<file path="config.mk">
export PLATFORM = sky130hd
export DESIGN_NAME = circle_pair_overlap_detector_unit
export DESIGN_NICKNAME = d
export VERILOG_FILES = /design/src/sv/cpod_pkg.sv /design/src/sv/cpod_cell.sv /design/src/sv/cpod_ring.sv /design/src/sv/cpod_cmp.sv /design/src/sv/circle_pair_overlap_detector_unit.sv
export SDC_FILE = /design/constraint.sdc
export NUM_CORES = 2
export LEC_CHECK = 0
export ABC_CLOCK_PERIOD_IN_PS = 67300
export BUFFER_PORTS_ARGS = -buffer_cell sky130_fd_sc_hd__buf_2
export CAP_MARGIN = 15
export CORE_MARGIN = 2
export CORE_UTILIZATION = 41
export CTS_BUF_LIST = sky130_fd_sc_hd__clkbuf_16
export CTS_CLUSTER_SIZE = 10
export DETAILED_ROUTE_END_ITERATION = 16
export HOLD_SLACK_MARGIN = 0.03
export PLACE_DENSITY_LB_ADDON = 0.25
export SYNTH_ARGS = -nofsm -noshare
export SYNTH_HDL_FRONTEND = slang
export SYNTH_SLANG_ARGS = --single-unit
export TNS_END_PERCENT = 100
</file>
<file path="constraint.sdc">
create_clock -name clk -period 67.3 [get_ports clk]
set_input_delay 13.46 -clock clk [delete_from_list [all_inputs] [get_ports clk]]
set_output_delay 13.46 -clock clk [all_outputs]
set_load 0.01 [all_outputs]
</file>
<file path="src/sv/cpod_pkg.sv">
// package for the circle pair overlap detector
// shared word types, entity record, state enum and default sizes; no dependencies
package cpod_pkg;

    // default store capacity
    localparam int MAX_ENTITIES_DEF = 32;

    // most pairs reported for one entity word
    localparam int MAX_RESULTS = 31;

    // index of the last drain step after the sweep (three compare stages)
    localparam logic [1:0] DRAIN_LAST = 2'd2;

    // op codes of an input word
    localparam logic OP_ENTITY = 1'b0;
    localparam logic OP_CLEAR  = 1'b1;

    // input word
    typedef struct packed {
        logic               op;
        logic [15:0]        entity_id;
        logic               alive;
        logic               is_enemy;
        logic signed [15:0] pos_x;
        logic signed [15:0] pos_y;
        logic [15:0]        radius;
    } ent_word_t;

    // output word
    typedef struct packed {
        logic [15:0] first_id;
        logic [15:0] second_id;
        logic        last;
        logic        overflow;
    } pair_word_t;

    // one stored entity
    typedef struct packed {
        logic [15:0]        id;
        logic signed [15:0] x;
        logic signed [15:0] y;
        logic [15:0]        r;
        logic               enemy;
    } entity_t;

    // candidate pushed into the compare pipeline
    typedef struct packed {
        logic    valid;
        entity_t ent;
    } cand_t;

    // compare result
    typedef struct packed {
        logic        valid;
        logic [15:0] id;
    } hit_t;

    // sequencer states
    typedef enum logic [1:0] {
        ST_IDLE,
        ST_SWEEP,
        ST_DRAIN,
        ST_FLUSH
    } state_t;

endpackage

</file>
<file path="src/sv/cpod_cell.sv">
// one storage cell of the entity ring
// depends on cpod_pkg for the entity record
module cpod_cell (
    input  logic              clk,
    input  logic              shift,
    input  logic              sel_new,
    input  cpod_pkg::entity_t nbr,
    input  cpod_pkg::entity_t fresh,
    output cpod_pkg::entity_t q
);
    import cpod_pkg::*;

    entity_t ent_reg;
    entity_t ent_next;

    // take the neighbor's entity or a freshly inserted one
    always_comb
    begin
        ent_next = sel_new ? fresh : nbr;
    end

    always_ff @(posedge clk)
    begin
        if (shift)
        begin
            ent_reg <= ent_next;
        end
    end

    assign q = ent_reg;

endmodule

</file>
<file path="src/sv/cpod_ring.sv">
// rotating ring of entity cells; entry k sits at the head on sweep step k
// depends on cpod_pkg and cpod_cell
module cpod_ring #(
    parameter int N = cpod_pkg::MAX_ENTITIES_DEF
) (
    input  logic              clk,
    input  logic              shift,
    input  logic              ins,
    input  cpod_pkg::entity_t fresh,
    output cpod_pkg::entity_t head
);
    import cpod_pkg::*;

    entity_t cell_q [N];

    // cell i takes from cell i+1; the tail takes the head back or a new entity
    for (genvar i = 0; i < N; i++)
    begin : g_cell
        if (i == N - 1)
        begin : g_tail
            cpod_cell u_cell (
                .clk     (clk),
                .shift   (shift),
                .sel_new (ins),
                .nbr     (cell_q[0]),
                .fresh   (fresh),
                .q       (cell_q[i])
            );
        end
        else
        begin : g_body
            cpod_cell u_cell (
                .clk     (clk),
                .shift   (shift),
                .sel_new (1'b0),
                .nbr     (cell_q[i+1]),
                .fresh   (fresh),
                .q       (cell_q[i])
            );
        end
    end

    assign head = cell_q[0];

endmodule

</file>
<file path="src/sv/cpod_cmp.sv">
// three stage circle overlap test: differences, squares, compare
// depends on cpod_pkg for candidate and hit records
module cpod_cmp (
    input  logic              clk,
    input  logic              rst_n,
    input  logic              adv,
    input  cpod_pkg::cand_t   cand,
    input  cpod_pkg::entity_t probe,
    output cpod_pkg::hit_t    hit
);
    import cpod_pkg::*;

    // stage 1: differences and radius sum
    logic               v1_reg;
    logic [15:0]        id1_reg;
    logic signed [16:0] dx_reg, dx_next;
    logic signed [16:0] dy_reg, dy_next;
    logic [16:0]        rs_reg, rs_next;

    // stage 2: squares
    logic               v2_reg;
    logic [15:0]        id2_reg;
    logic signed [33:0] dx_prod, dy_prod;
    logic [33:0]        rs_prod;
    logic [31:0]        sqx_reg, sqx_next;
    logic [31:0]        sqy_reg, sqy_next;
    logic [33:0]        rs2_reg;

    // stage 3: compare
    logic               v3_reg, v3_next;
    logic [15:0]        id3_reg;
    logic [32:0]        d2;

    always_comb
    begin
        dx_next = {cand.ent.x[15], cand.ent.x} - {probe.x[15], probe.x};
        dy_next = {cand.ent.y[15], cand.ent.y} - {probe.y[15], probe.y};
        rs_next = {1'b0, cand.ent.r} + {1'b0, probe.r};
    end

    // squares of values below 2^16 in magnitude fit in 32 bits
    always_comb
    begin
        dx_prod  = dx_reg * dx_reg;
        dy_prod  = dy_reg * dy_reg;
        rs_prod  = rs_reg * rs_reg;
        sqx_next = dx_prod[31:0];
        sqy_next = dy_prod[31:0];
    end

    // strict overlap: squared distance below squared radius sum
    always_comb
    begin
        d2      = {1'b0, sqx_reg} + {1'b0, sqy_reg};
        v3_next = v2_reg && ({1'b0, d2} < rs2_reg);
    end

    // stage valid bits
    always_ff @(posedge clk or negedge rst_n)
    begin
        if (!rst_n)
        begin
            v1_reg <= 1'b0;
            v2_reg <= 1'b0;
            v3_reg <= 1'b0;
        end
        else if (adv)
        begin
            v1_reg <= cand.valid;
            v2_reg <= v1_reg;
            v3_reg <= v3_next;
        end
    end

    // stage payload
    always_ff @(posedge clk)
    begin
        if (adv)
        begin
            id1_reg <= cand.ent.id;
            dx_reg  <= dx_next;
            dy_reg  <= dy_next;
            rs_reg  <= rs_next;
            id2_reg <= id1_reg;
            sqx_reg <= sqx_next;
            sqy_reg <= sqy_next;
            rs2_reg <= rs_prod;
            id3_reg <= id2_reg;
        end
    end

    assign hit.valid = v3_reg;
    assign hit.id    = id3_reg;

endmodule

</file>
<file path="src/sv/circle_pair_overlap_detector_unit.sv">
// circle pair overlap detector: a live entity sweeps the ring of stored entities
// a live entity is followed by a sweep of the ring, a drain of the compare stages and a
// flush, each held while the output is stalled; clear and dead entities leave the unit idle
// a new entity word is taken only while idle, after the flush of the last live entity
// reset clears the entity count, overflow flag and control; stored entries stay undefined
module circle_pair_overlap_detector_unit #(
    parameter int MAX_ENTITIES = cpod_pkg::MAX_ENTITIES_DEF
) (
    input  logic                 clk,
    input  logic                 rst_n,
    input  logic                 ent_valid,
    output logic                 ent_ready,
    input  cpod_pkg::ent_word_t  ent_word,
    output logic                 pair_valid,
    input  logic                 pair_ready,
    output cpod_pkg::pair_word_t pair_word
);
    import cpod_pkg::*;

    localparam int IDX_W = $clog2(MAX_ENTITIES);
    localparam int CNT_W = IDX_W + 1;
    localparam int HIT_W = $clog2(MAX_RESULTS + 1);

    state_t             state_reg, state_next;
    logic [IDX_W-1:0]   step_reg, step_next;
    logic [1:0]         drain_reg, drain_next;
    logic [CNT_W-1:0]   count_reg, count_next;
    logic [CNT_W-1:0]   lim_reg;
    logic               store_reg;
    logic               ovf_reg, ovf_next;
    logic [HIT_W-1:0]   hits_reg, hits_next;
    entity_t            probe_reg;
    logic               pend_valid_reg, pend_valid_next;
    logic [15:0]        pend_id_reg, pend_id_next;
    logic               out_valid_reg, out_valid_next;
    pair_word_t         out_word_reg, out_word_next;

    logic               adv;
    logic               accept;
    logic               accept_live;
    logic               full;
    logic               ring_shift;
    logic               flush_go;
    logic               ins;
    entity_t            head;
    entity_t            fresh;
    cand_t              cand;
    hit_t               hit;

    // everything moves unless a word waits at the output unaccepted
    assign adv         = !(out_valid_reg && !pair_ready);
    assign accept      = ent_valid && ent_ready;
    assign accept_live = accept && (ent_word.op == OP_ENTITY) && ent_word.alive;
    assign full        = (count_reg == CNT_W'(MAX_ENTITIES));

    // incoming entity as a record
    always_comb
    begin
        fresh.id    = ent_word.entity_id;
        fresh.x     = ent_word.pos_x;
        fresh.y     = ent_word.pos_y;
        fresh.r     = ent_word.radius;
        fresh.enemy = ent_word.is_enemy;
    end

    // next state
    always_comb
    begin
        state_next = state_reg;
        unique case (state_reg)
            ST_IDLE:
            begin
                if (accept_live)
                begin
                    state_next = ST_SWEEP;
                end
            end
            ST_SWEEP:
            begin
                if (adv && step_reg == IDX_W'(MAX_ENTITIES - 1))
                begin
                    state_next = ST_DRAIN;
                end
            end
            ST_DRAIN:
            begin
                if (adv && drain_reg == DRAIN_LAST)
                begin
                    state_next = ST_FLUSH;
                end
            end
            ST_FLUSH:
            begin
                if (adv)
                begin
                    state_next = ST_IDLE;
                end
            end
            default:
            begin
                state_next = ST_IDLE;
            end
        endcase
    end

    // state outputs
    always_comb
    begin
        ent_ready  = 1'b0;
        ring_shift = 1'b0;
        flush_go   = 1'b0;
        unique case (state_reg)
            ST_IDLE:  ent_ready  = 1'b1;
            ST_SWEEP: ring_shift = adv;
            ST_DRAIN: ;
            ST_FLUSH: flush_go   = 1'b1;
            default:  ;
        endcase
    end

    // head candidate: stored entry with at least one enemy in the pair
    always_comb
    begin
        cand.ent   = head;
        cand.valid = (state_reg == ST_SWEEP) && ({1'b0, step_reg} < lim_reg)
                     && (probe_reg.enemy || head.enemy);
        ins        = store_reg && ({1'b0, step_reg} == lim_reg);
    end

    // step, drain and store bookkeeping
    always_comb
    begin
        step_next  = step_reg;
        drain_next = drain_reg;
        count_next = count_reg;
        ovf_next   = ovf_reg;
        if (accept_live)
        begin
            step_next  = '0;
            drain_next = '0;
            if (full)
            begin
                ovf_next = 1'b1;
            end
            else
            begin
                count_next = count_reg + 1'b1;
            end
        end
        else if (accept && ent_word.op == OP_CLEAR)
        begin
            count_next = '0;
            ovf_next   = 1'b0;
        end
        if (ring_shift)
        begin
            step_next = step_reg + 1'b1;
        end
        if (state_reg == ST_DRAIN && adv)
        begin
            drain_next = drain_reg + 1'b1;
        end
    end

    // pending pair and output word; the pending pair learns it is last at flush
    always_comb
    begin
        out_valid_next  = out_valid_reg && !pair_ready;
        out_word_next   = out_word_reg;
        pend_valid_next = pend_valid_reg;
        pend_id_next    = pend_id_reg;
        hits_next       = hits_reg;
        if (accept_live)
        begin
            hits_next = '0;
        end
        if (adv)
        begin
            if (hit.valid && hits_reg < HIT_W'(MAX_RESULTS))
            begin
                hits_next       = hits_reg + 1'b1;
                pend_valid_next = 1'b1;
                pend_id_next    = hit.id;
                if (pend_valid_reg)
                begin
                    out_valid_next          = 1'b1;
                    out_word_next.first_id  = pend_id_reg;
                    out_word_next.second_id = probe_reg.id;
                    out_word_next.last      = 1'b0;
                    out_word_next.overflow  = ovf_reg;
                end
            end
            else if (flush_go && pend_valid_reg)
            begin
                pend_valid_next         = 1'b0;
                out_valid_next          = 1'b1;
                out_word_next.first_id  = pend_id_reg;
                out_word_next.second_id = probe_reg.id;
                out_word_next.last      = 1'b1;
                out_word_next.overflow  = ovf_reg;
            end
        end
    end

    // control registers
    always_ff @(posedge clk or negedge rst_n)
    begin
        if (!rst_n)
        begin
            state_reg      <= ST_IDLE;
            step_reg       <= '0;
            drain_reg      <= '0;
            count_reg      <= '0;
            ovf_reg        <= 1'b0;
            hits_reg       <= '0;
            store_reg      <= 1'b0;
            pend_valid_reg <= 1'b0;
            out_valid_reg  <= 1'b0;
        end
        else
        begin
            state_reg      <= state_next;
            step_reg       <= step_next;
            drain_reg      <= drain_next;
            count_reg      <= count_next;
            ovf_reg        <= ovf_next;
            hits_reg       <= hits_next;
            pend_valid_reg <= pend_valid_next;
            out_valid_reg  <= out_valid_next;
            if (accept_live)
            begin
                store_reg <= !full;
            end
        end
    end

    // payload registers
    always_ff @(posedge clk)
    begin
        if (accept_live)
        begin
            probe_reg <= fresh;
            lim_reg   <= count_reg;
        end
        pend_id_reg  <= pend_id_next;
        out_word_reg <= out_word_next;
    end

    cpod_ring #(
        .N (MAX_ENTITIES)
    ) u_ring (
        .clk   (clk),
        .shift (ring_shift),
        .ins   (ins),
        .fresh (probe_reg),
        .head  (head)
    );

    cpod_cmp u_cmp (
        .clk   (clk),
        .rst_n (rst_n),
        .adv   (adv),
        .cand  (cand),
        .probe (probe_reg),
        .hit   (hit)
    );

    assign pair_valid = out_valid_reg;
    assign pair_word  = out_word_reg;

endmodule
</file>
Yosys cells after proc, flatten, opt, wreduce, memory -nomap -nowiden

Index checks and enable logic that the tools add are counted.

Register bits after elaboration: 2425
Logic and storage cells: 282

Add/sub/neg operators: 8
$mul: 3
Magnitude comparators: 3
Equal/unequal tests: 14
Muxes and demuxes: 31
Bitwise logic cells: 2
Reduce and logical (&&, ||, !) cells: 29

Operator list:

| kind                  | count |
|---|---|
| $mux W34              | 3 |
| $mux W65              | 1 |
| $mul A17 B17 Y32      | 2 |
| $lt A33 B34 Y1        | 1 |
| $mul A17 B17 Y34      | 1 |
| $sub A16 B16 Y17      | 2 |
| $add A32 B32 Y33      | 1 |
| $mux W5               | 5 |
| $mux W6               | 3 |
| $add A16 B16 Y17      | 1 |
| $logic_and A1 B1 Y1   | 14 |
| $mux W1               | 12 |
| $mux W2               | 6 |
| $ne A2 B2 Y1 const B  | 6 |
| $add A5 B1 Y5 const B | 2 |
| $pmux W2 S4           | 1 |
| $reduce_and A2 Y1     | 4 |
| $reduce_bool A2 Y1    | 4 |
| $add A6 B1 Y6 const B | 1 |
| $eq A2 B2 Y1 const B  | 3 |
| $eq A5 B6 Y1          | 1 |
| $eq A6 B6 Y1 const B  | 1 |
| $lt A5 B6 Y1          | 1 |
| $eq A5 B5 Y1 const B  | 1 |
| 10 further kinds      | 13 |

Longest topological paths before layout

Depth in word-level cells: 8
Gate-level depth with buffers: 26
Gate-level depth less buffers: 24

Cells and area by module

A second synthesis with hierarchy kept.

Cells, all modules: 8392
Area total of the unflattened synthesis: 136141.8 µm²

Modules (own cells, without submodules):

| module                            | instances | cells each | area an instance (µm²) | seq. area each (µm²) |
|---|---|---|---|---|
| cpod_cell                         | 32        | 137        | 2944.1                 | 1951.9 |
| cpod_cmp                          | 1         | 3732       | 36774.0                | 5900.7 |
| circle_pair_overlap_detector_unit | 1         | 275        | 5153.7                 | 4234.1 |
| cpod_ring                         | 1         | 1          | 3.8                    | 0.0 |

Worst setup path before layout

No wires, ideal clock.

Kind: input to register
From: input pair_ready
To: register step_reg[1]
Data arrival time: 64155 ps
Data required time: 67022 ps
Path slack: 2867 ps
Stages on the path: 7
Path through: nor2b_1 -> inv_1 -> clkbuf_1 -> nand2_1 -> inv_1 -> nor2_1 -> a22o_1

Cells in the longest elaborated chain, start to end: 5

Ends and longest elaborated chain:

| element                                              | RTL line                                 | source |
|---|---|---|
| from (decl)                                          | circle_pair_overlap_detector_unit.sv:15  | `input logic pair_ready,` |
| $logic_not A1 Y1 (*)                                 | circle_pair_overlap_detector_unit.sv:51  | `assign adv = !(out_valid_reg && !pair_ready);` |
| $logic_and A1 B1 Y1 (*)                              | circle_pair_overlap_detector_unit.sv:51  |  |
| $logic_not A1 Y1 (*)                                 | circle_pair_overlap_detector_unit.sv:51  |  |
| $mux W1 (*)                                          | circle_pair_overlap_detector_unit.sv:112 | `unique case (state_reg)` |
| net ring_shift                                       | circle_pair_overlap_detector_unit.sv:42  | `logic ring_shift;` |
| $mux W5 / $reduce_bool A2 Y1 (equally long branches) | --                                       |  |
| to (signal assigned)                                 | circle_pair_overlap_detector_unit.sv:223 | `step_reg <= step_next;` |
| to (decl)                                            | circle_pair_overlap_detector_unit.sv:25  | `logic [IDX_W-1:0] step_reg, step_next;` |

Mark *: on every way through the listed nets, which the timed path passes. The rest lies on a longest branch.
A chain may end at the register's enable or synchronous reset.

Worst setup path after layout

From: input pair_ready
To: register u_ring.g_cell[3].g_body.u_cell.ent_reg, in the netlist u_ring.g_cell[3].g_body.u_cell.q[33], enable pin

Cells in the longest elaborated chain, start to end: 4

Ends and longest elaborated chain:

| element              | RTL line                                 | source |
|---|---|---|
| $logic_not A1 Y1     | circle_pair_overlap_detector_unit.sv:51  |  |
| $logic_and A1 B1 Y1  | circle_pair_overlap_detector_unit.sv:51  |  |
| $logic_not A1 Y1     | circle_pair_overlap_detector_unit.sv:51  |  |
| $mux W1              | circle_pair_overlap_detector_unit.sv:112 |  |
| net ring_shift       | circle_pair_overlap_detector_unit.sv:42  |  |
| to (signal assigned) | cpod_cell.sv:26                          | `ent_reg <= ent_next;` |
| to (decl)            | cpod_cell.sv:13                          | `entity_t ent_reg;` |

The timed path passes the listed nets, and every way through them passes these cells.

==> results.yml <==
drt:
  wl_microns: 167000
  dr.first_iter.drc_count: 3324
  drcViolationCount: 0
  wl_per_cell_microns: 16.8
  route.vias.total: 47100
  route.detailed.vias_per_inst: 4.74
  drt-pass1-iter-count: 5
  ant_nets: 0
sta:
  fin_worst_skew_ns: 0.0829
  count_of_endpoints_failing_hold_in_the_final_timing_report: 0
  timing.final.max_slew_violations: 0
  post-route-period-util_pct: 29.9
  minimum_clock_period_ns: 20.13
  max_freq_mhz: 49.7
  max_slew.worst_pin.slew_ns: 1.11
  setup_total_negative_slack_ns: 0
  max_slew_margin_pct: 26.1
  setup_violations: 0
  rsz0062_at_grt: "no"
cells_and_area:
  largest_register_ff_count: 2015
  area_growth_from_synthesis_to_final_layout_pct: 12.2
  layout.nets: 7679
  fraction_of_final_layout_cells_sized_beyond_drive_strength_1_pct: 8.52
global_route:
  grt_first_pass_wirelength_microns: 270000
  antenna_found_initial: 5
  track_usage_pct: 13.1
  globalRouteOverflowTotal: 0
  first_global_vias: 49900
  maximum_number_of_pins_on_one_net_before_global_route_repair: 213
floorplanning:
  core.rowCount: 185
  fp.dieArea_sq_um: 260000
  die_height_microns: 510
  start_util_pct: 41.2
  coreArea_sq_um: 254000
  ios: 107
  floorplan.die.width_microns: 510
clock_network:
  clock_sink_count: 2422
  clkSlewWorstSetupHoldPaths_ns: 0.05
  postCtsSetupRepairBufs: 0
  numCtsBuffers: 300
  cts.repair.resized: 0
  cts.root.buffer_cell: "clkbuf_16"
  ctsHtreeMaxLevel: 5
  ctsLongestPathBuffers: 4
  cts_tree: "yes"
  worst_skew_pair.late_latency_ns: 0.93
  post_cts_hold_buffer_count: 0
setup_path:
  critical_path.endpoint_type: "register"
  cpPeakStageDelay_ns: 0.94
  timing.critical_path.slowest_stage_cell: "buf_4"
  worstPathMaxFanout: 212
  critical_path.startpoint_type: "primary input"
  worstPathArrival_ns: 20.59
  cp_cell_sequence: "buf_2 -> nor2b_1 -> inv_8 -> nand2_1 -> inv_8 -> buf_12 -> buf_4 -> buf_12 -> buf_4 -> buf_12 -> buf_4"
  timing.critical_path.required_ns: 67.77
  timing_worst_setup_path_type: "in -> reg"
  r2r.worst_path.cells: 10
hold_path:
  worst_hold_path_stage_count: 0
  hold_path_class: "reg -> reg"
placement:
  routabilityCongestion: 0.801
  io_buffer_count: 106
  hpwl_microns: 105000
run_status:
  outcome: "finished, final reports clean"
synth:
  synth.distinct_cells: 69
  syn-instance-count: 6152
  yosys-top-cells-area: "edfxtp_1, fa_1, ha_1, inv_1, nand2_1"
  dominantRegCellSynth: "edfxtp_1"
  postSynthNetCount: 7321
  synth_edf_count: 2395
  synth.cells.most_frequent: "edfxtp_1, inv_1, fa_1"
  yosys.area.top_type: "edfxtp_1"
  synthDominantCellAreaShare_pct: 68.6
  netlist_area_sq_um: 105000
  synth_async_sr_flop_share_pct: 1.11
  syn_avg_cell_area_sq_um: 17.1
  synth-seq-area-share_pct: 69.2
  synth_warnings: 0
  yosysMostFrequentCell: "edfxtp_1"
  postSynthRegisterBits: 2422
run:
  timing.max_cap.violations: 0
## worst max-delay path, delay by kind of cell
| family | cells | cell delay, ns |
|---|---|---|
| AND/OR/NAND/NOR | 2 | 0.47 |
| buffers and inverters | 9 | 6.08 |
## routing by layer
metal | routed length (microns) | GRT usage, % | share of wire [%]
met5 | 0 | 0 | 0
met4 | 4240 | 4.18 | 2.5
met3 | 7290 | 2.63 | 4.4
met2 | 74700 | 19.4 | 45
met1 | 80900 | 19.5 | 48
## final timing paths
kind	startpoint	to	slack (ns)
setup / recovery	pair_ready	u_ring.g_cell[3].g_body.u_cell.q[33]$_DFFE_PP_	47.17
hold / removal	u_ring.g_cell[1].g_body.u_cell.q[3]$_DFFE_PP_	u_ring.g_cell[0].g_body.u_cell.q[3]$_DFFE_PP_	0.36
setup reg to reg	pair_valid$_DFF_PN0_	u_ring.g_cell[3].g_body.u_cell.q[33]$_DFFE_PP_	59.31
hold reg to reg	u_ring.g_cell[1].g_body.u_cell.q[3]$_DFFE_PP_	u_ring.g_cell[0].g_body.u_cell.q[3]$_DFFE_PP_	0.36
max in group asynchronous	rst_n	step_reg[1]$_DFFE_PN0P_	54.26
min in group asynchronous	rst_n	u_cmp.v1_reg$_DFFE_PN0N_	12.56
## area by class of cell
| type | instances | area (sq um) |
|---|---|---|
| Clock inverter | 57 | 418 |
| Antenna cell | 1 | 2.50 |
| Sequential cell | 2422 | 72600 |
| Multi-Input combinational cell | 2593 | 28100 |
| Clock buffer | 307 | 7680 |
| Fill cell | 21600 | 137000 |
| Inverter | 1054 | 3970 |
| Timing Repair Buffer | 139 | 816 |
| Tap cell | 3366 | 4210 |
## logic make-up (layout without fill, tap and decap cells)
group | after synthesis | count (layout) | share of synthesized area, %
AOI/OAI and AO/OA | 398 | 398 | 2.48
xor gates and xnor gates | 187 | 187 | 1.56
adders and majority gates | 1098 | 1098 | 18.1
buffers and inverters | 1137 | 1557 | 4.07
DFF | 2422 | 2422 | 69.2
muxes | 63 | 63 | 0.676
other | 0 | 1 | 0
and+or+nand+nor | 847 | 847 | 3.88
## through the flow
stage | hold WS, ns | instance area [sq um] | cells | utilization [%] | worst slack, ns
final | 0.364 | 118000 | 9939 | 46.3 | 47.17
after global routing | 0.384 | 118000 | 9939 | 46.3 | 46.43
after CTS | 0.368 | 118000 | 9938 | 46.3 | 47.02
after detailed placement | 0.405 | 110000 | 9574 | 43.1 | 46.04
after global placement | 0.401 | 110000 | 9574 | 43.1 | 46.32
after floorplan | 0.400 | 105000 | 6152 | - | 2.87
## placed cells by master, fill, tap and decap left out, types with 29 or more instances in the layout
| master | Yosys | routed |
|---|---|---|
| edfxtp_1 | 2395 | 2395 |
| mux2_2 | 63 | 63 |
| xnor2_1 | 141 | 141 |
| xor2_1 | 46 | 46 |
| buf_4 | 0 | 30 |
| and2_1 | 175 | 175 |
| nor3_1 | 36 | 36 |
| a21o_1 | 53 | 53 |
| nor2b_1 | 45 | 45 |
| nand3_1 | 43 | 43 |
| ha_1 | 393 | 393 |
| clkbuf_16 | 0 | 307 |
| buf_2 | 1 | 106 |
| nor2_1 | 132 | 130 |
| inv_1 | 1054 | 1081 |
| o21ai_0 | 86 | 86 |
| o21a_1 | 29 | 29 |
| a21oi_1 | 101 | 101 |
| fa_1 | 705 | 705 |
| nand2_1 | 329 | 329 |
Power is not shown: default switching activity piles up to over one toggle a cycle in this logic, so the estimate is an artifact.
